===== src/rtl/swa_pkg.sv =====
// Shared constants and command/status types for the sliding window average block.
package swa_pkg;

    localparam int MAX_WINDOW    = 1024;
    localparam int PTR_BITS      = $clog2(MAX_WINDOW);
    localparam int SAMPLE_BITS   = 18;
    localparam int FRACTION_BITS = 16;
    localparam int SUM_BITS      = 28;
    localparam int AVG_BITS      = 34;
    localparam int HELD_BITS     = 11;
    localparam int WSIZE_BITS    = 11;

    // Magnitude of the scaled sum and the divider geometry
    localparam int MAG_BITS      = SUM_BITS + FRACTION_BITS;
    localparam int DIV_STEPS     = AVG_BITS;
    localparam int CNT_BITS      = $clog2(DIV_STEPS);
    localparam int REM_BITS      = HELD_BITS;

    // Configuration port
    localparam int PADDR_BITS    = 3;
    localparam int PDATA_BITS    = 32;
    localparam logic REG_WINDOW_SIZE = 1'b0;
    localparam logic [WSIZE_BITS-1:0] WINDOW_RESET = WSIZE_BITS'(1);

    typedef struct packed {
        logic capture;  // latch the accepted item
        logic update;   // update ring, sum and fill count
        logic load;     // load the divider
        logic step;     // one quotient bit
        logic emit;     // move the quotient into the output register
    } t_swa_cmd;

    typedef struct packed {
        logic out_free; // output register can take a result
    } t_swa_sts;

endpackage


===== src/rtl/swa_ctrl.sv =====
// Sequencer for the sliding window average: update, divider load, division, hand-off.
module swa_ctrl import swa_pkg::*; (
    input  logic     i_clk,
    input  logic     i_rst_n,
    input  logic     i_in_valid,
    output logic     o_in_ready,
    input  t_swa_sts i_sts,
    output t_swa_cmd o_cmd
);

    localparam logic [2:0] ST_IDLE   = 3'd0;
    localparam logic [2:0] ST_UPDATE = 3'd1;
    localparam logic [2:0] ST_LOAD   = 3'd2;
    localparam logic [2:0] ST_DIVIDE = 3'd3;
    localparam logic [2:0] ST_FINISH = 3'd4;

    logic [2:0]          r_state, n_state;
    logic [CNT_BITS-1:0] r_cnt, n_cnt;

    assign o_in_ready = (r_state == ST_IDLE);

    always_comb begin
        n_state     = r_state;
        n_cnt       = r_cnt;
        o_cmd       = '0;
        o_cmd.capture = 1'b0;
        case (r_state)
            ST_IDLE: begin
                if (i_in_valid) begin
                    o_cmd.capture = 1'b1;
                    n_state       = ST_UPDATE;
                end
            end
            ST_UPDATE: begin
                o_cmd.update = 1'b1;
                n_state      = ST_LOAD;
            end
            ST_LOAD: begin
                o_cmd.load = 1'b1;
                n_cnt      = '0;
                n_state    = ST_DIVIDE;
            end
            ST_DIVIDE: begin
                o_cmd.step = 1'b1;
                n_cnt      = r_cnt + CNT_BITS'(1);
                if (r_cnt == CNT_BITS'(DIV_STEPS - 1)) begin
                    n_state = ST_FINISH;
                end
            end
            ST_FINISH: begin
                // hold the quotient until the output register frees up
                if (i_sts.out_free) begin
                    o_cmd.emit = 1'b1;
                    n_state    = ST_IDLE;
                end
            end
            default: begin
                n_state = ST_IDLE;
            end
        endcase
    end

    always_ff @(posedge i_clk) begin
        if (!i_rst_n) begin
            r_state <= ST_IDLE;
            r_cnt   <= '0;
        end else begin
            r_state <= n_state;
            r_cnt   <= n_cnt;
        end
    end

`ifndef SYNTH
    a_step_count: assert property (@(posedge i_clk) disable iff (!i_rst_n)
        (r_state == ST_LOAD) |=> (r_state == ST_DIVIDE) && (r_cnt == '0))
        else $error("divider did not start at step zero");

    a_finish_after_steps: assert property (@(posedge i_clk) disable iff (!i_rst_n)
        $rose(r_state == ST_FINISH) |-> $past(r_cnt) == CNT_BITS'(DIV_STEPS - 1))
        else $error("division ended after the wrong number of steps");

    a_one_cmd: assert property (@(posedge i_clk) disable iff (!i_rst_n)
        $onehot0(o_cmd))
        else $error("more than one datapath command at once");
`endif

endmodule


===== config.mk =====
export PLATFORM = sky130hd
export DESIGN_NAME = swa_ctrl
export DESIGN_NICKNAME = d
export VERILOG_FILES = /design/src/rtl/swa_pkg.sv /design/src/rtl/swa_ctrl.sv
export SDC_FILE = /design/constraint.sdc
export NUM_CORES = 1
export LEC_CHECK = 0
export BUFFER_PORTS_ARGS = -buffer_cell sky130_fd_sc_hd__buf_2
export CORE_AREA = 4 4 41 43
export CTS_BUF_LIST = sky130_fd_sc_hd__clkbuf_8 sky130_fd_sc_hd__clkbuf_16
export CTS_CLUSTER_SIZE = 14
export DETAILED_ROUTE_END_ITERATION = 7
export DIE_AREA = 0 0 45 47
export GPL_TIMING_DRIVEN = 1
export MAX_ROUTING_LAYER = met4
export SLEW_MARGIN = 40
export SYNTH_ARGS = -nofsm -noshare
export SYNTH_HDL_FRONTEND = slang
export SYNTH_SLANG_ARGS = --single-unit

===== constraint.sdc =====
create_clock -name i_clk -period 1.85 [get_ports i_clk]
set_input_delay 0.185 -clock i_clk [delete_from_list [all_inputs] [get_ports i_clk]]
set_output_delay 0.185 -clock i_clk [all_outputs]
set_load 0.01 [all_outputs]

# Word level (Yosys, flattened, before mapping)
# Cells that the tools add are included.
[classes]
n_reduce_logical = 3
eq_ne = 8
add_sub_neg = 1
n_mux = 12
[op_table]
columns = ["cell", "n"]
rows = [
  ["$pmux W3 S5", 1],
  ["$pmux W6 S2", 1],
  ["$mux W3", 3],
  ["$mux W1", 7],
  ["$add A6 B1 Y6 const B", 1],
  ["$eq A3 B2 Y1 const B", 2],
  ["$eq A6 B6 Y1 const B", 1],
  ["$ne A2 B2 Y1 const B", 3],
  ["$eq A3 B1 Y1 const B", 1],
  ["$eq A3 B3 Y1 const B", 1],
  ["$logic_not A3 Y1", 1],
  ["$reduce_and A3 Y1", 1],
  ["$reduce_bool A2 Y1", 1],
]
[totals]
inputBits = 4
regBits = 9
output_inout_bits = 6

# Logic depth before layout (Yosys ltp)
[depth]
word_depth = 3
mapped_depth = 5
mapped_depth_nobuf = 5

# Least setup slack after synthesis
# Ideal clock, no wire load.
[synth_path]
kind = "register to register"
startpoint = "reg r_state[1]"
endpoint = "reg r_cnt[3]"
n_path_buf = 2
path_stages_with_launch = 6
setup_slack_ns = 0.605
setup_time_ns = 0.071
arrival_ns = 1.175
period_less_slack_ns = 1.245
cell_sequence = "dfxtp_1 buf_6 nand2b_4 buf_6 or4_1 a21oi_1"
[synth_via]
elab_chain_cells = 2
elab_cells_between_ends = 4
[synth_lines]
columns = ["item", "line", "text"]
rows = [
  ["start: declaration", "swa_ctrl.sv:17", "logic [2:0] r_state, n_state;"],
  ["start signal: assignment", "swa_ctrl.sv:68", "r_state <= n_state;"],
  ["$eq A3 B2 Y1", "swa_ctrl.sv:27", "case (r_state)"],
  ["$pmux W6 S2 or $reduce_bool A2 Y1 (tied branches)", "-", ""],
  ["end signal: assignment", "swa_ctrl.sv:69", "r_cnt <= n_cnt;"],
  ["end: declaration", "swa_ctrl.sv:18", "logic [CNT_BITS-1:0] r_cnt, n_cnt;"],
]
# Several ways; a longest one is shown, not always the timed one.
# A chain may end at the register's enable or synchronous reset.

==> flow_summary.yaml <==
global_route:
  antenna_found_initial: 0
  grt_use_met2_pct: 17.5
  grt_max_degree: 11
  gr-max-usage-layer: "met2"
  grt_pass1_wl_um: 1580
  grtUsageTotal_pct: 11.1
  global_route.usage.met1_pct: 12.2
  grt_pass1_vias: 402
  grtUsageMet3_pct: 4.60
  grt_overflow_total: 0
timing:
  timing.setup.tns_ns: 0
  fin_skew_ns: 0.00247
  timing.hold.ws_ns: 0.209
  worst_pin_slew_ns: 0.472
  post-route-min-period_ns: 1.34
  timing.final.crit_share_pct: 72.6
  drv_slew: 0
  setup_viol: 0
  rsz0062_at_grt: "no"
  max_freq_mhz: 745
  fin_ws_ns: 0.508
  max_slew_margin_pct: 68.2
  hold_violations: 0
setup_path:
  r2r-start: "r_state[1]"
  worstPathArrival_ns: 1.16
  worst_setup_path_end_kind: "output pin"
  startpoint_type: "register"
  reg2reg_slack_ns: 0.54
  path_delay_family: "flip-flops"
  slowest_delay_ns: 0.50
  cp_num_buf_inv: 1
  path_cells: "nor2_1, and3_1, buf_2"
  cp_max_fo: 9
  rr_endpoint: "r_cnt[3]"
  crit_type: "reg2out"
  crit_required_ns: 1.66
  reg2reg_depth: 3
  cp_slowest_cell: "dfxtp_1"
layout:
  syn2layout_area_growth_pct: 16.1
  fin_nets: 75
  diodes: 0
  layout-drive-gt1-share_pct: 19.1
  finalNonFillerCells: 83
power_and_ir_drop:
  pwr_density_cell_nw_per_um2: 837
  peakVddDrop_mv: 0.412
  p_leak_nw: 0.215
synthesis:
  synth_area_um2: 490
  ys.flop_type: "dfxtp_1"
  synth_nets: 64
  synthTopCellsByArea: "dfxtp_1 37%, ha_1 5.1%, or3_1 5.1%"
  yosysTopAreaCell: "dfxtp_1"
  synth_xor_area_share_pct: 1.79
  synthSimpleGateAreaFrac_pct: 32.4
  synth_seq_cells: 9
  async_flop_share_pct: 0
  synth.area.mux_share_pct: 0
  yosysUniqueCellTypes: 26
  synth_compound_area_share_pct: 14.8
  synth_common_cells: "9 x dfxtp_1, 5 x nor2_1"
  synth_top_area_share_pct: 36.7
  avgSynthCellArea_um2: 8.46
  synth_top_family_by_area: "simple AND/OR/NAND/NOR gates"
  synth.most_common_cell: "dfxtp_1"
  synth_edf_count: 0
  yosys.area_share.adder_pct: 5.10
  ys_seq_area_share_pct: 36.7
  netlist_instances: 58
  synth_warnings: 0
die:
  core_area_um2: 1300
  die_h_um: 47
  die_area_um2: 2120
  io_pins: 10
  std_cell_rows: 13
  die_w_um: 45
  start_util_pct: 37.7
clock_tree:
  cts.clk_slew.worst_paths_ns: 0.05
  cts_buffer_depth: 2
  cts_tree: "yes"
  clock_tree.root_cell: "clkbuf_8"
  cts.sinks: 9
  postCtsHoldBufs: 0
  h-tree-depth: 1
  numCtsBuffers: 3
  post_cts_buffers: 0
  cts_resized: 0
  insertion_delay_ns: 0.23
job:
  max-cap-violations: 0
detailed_routing:
  avgRoutedWirePerCell_um: 10.8
  ant_nets: 0
  avgViaCountPerCell: 5.01
  drt_iter0_drc: 0
  route.vias.total: 416
  totalWireLength_um: 899
  drc: 0
  drt_pass1_iterations: 1
place:
  io_buffer_count: 9
  dp_slack_ns: 0.553
  dpl.hpwl_um: 736
  place_inst: 79
  gp_congestion: 0.777
hold_path:
  hold_path_end: "r_state[2]"
  min_path_cells: 2
  min_from: "i_rst_n"
  hold_path.class: "in2reg"
run_status:
  status: "completed"
-- report_power, final --
group          leakage [nW]  internal [mW]  switching (mW)
logic                 0.115         0.0182          0.0258
clock network        0.0269          0.145          0.0786
registers            0.0730          0.199         0.00988
-- logic make-up after synthesis --
| logic type | Yosys count |
|---|---|
| compound gates | 12 |
| flops | 9 |
| fa+ha+maj | 2 |
| buf+inv | 7 |
| simple gates | 27 |
| xor+xnor | 1 |
-- placed cells by master, fill, tap and decap left out, types with 2 or more instances in the layout --
| master | instances |
|---|---|
| buf_2 | 9 |
| dfxtp_1 | 9 |
| inv_1 | 5 |
| nor2_1 | 5 |
| nor3_1 | 4 |
| nand2_1 | 4 |
| or3_1 | 4 |
| a21oi_1 | 4 |
| o21ai_0 | 3 |
| clkbuf_8 | 3 |
| a21boi_0 | 2 |
| ha_1 | 2 |
-- state kept, by name, summed over array words and instances, names as in the netlist --
register / cells
r_cnt: 6
r_state: 3
-- worst reg2reg max path: stages (launching register included) --
cell      delay, ns
dfxtp_1        0.50
nand2b_4       0.13
or4_1          0.47
a21oi_1        0.14
-- metal layers --
metal  vias up  wire length [um]
met5         -                 0
met4         0                15
met3         3                30
met2         5               428
met1       185               424
li1        223                 -
-- worst max-delay path by stage --
stage | slack, ns | endpoint | depth (start not counted) | from
after global placement | 0.55 | r_cnt[2] | 3 | r_state[1]
after CTS | 0.50 | o_cmd[0] | 3 | r_state[1]
after floorplan | 0.60 | r_cnt[3] | 5 | r_state[1]
after global routing | 0.39 | r_cnt[5] | 3 | r_state[1]
after detailed placement | 0.55 | r_cnt[5] | 3 | r_state[1]
final | 0.51 | o_cmd[0] | 3 | r_state[1]
-- per-stage QoR --
| stage | util [%] | power [mW] | area [um^2] |
|---|---|---|---|
| after floorplan | - | 0.247 | 490 |
| after global placement | 40.3 | 0.257 | 524 |
| after detailed placement | 40.3 | 0.258 | 524 |
| after CTS | 43.8 | 0.483 | 569 |
| after global routing | 43.8 | 0.501 | 569 |
| final | 43.8 | 0.477 | 569 |
-- cell type report --
cell class                      count  area [um^2]
Multi-Input combinational cell     42          265
Sequential cell                     9          180
Inverter                            4         15.0
Timing Repair Buffer                9         45.0
Clock buffer                        3         41.3
Fill cell                         137          732
Tap cell                           15         18.8
Clock inverter                      1         3.75
Power figures use the tool's default switching activity.
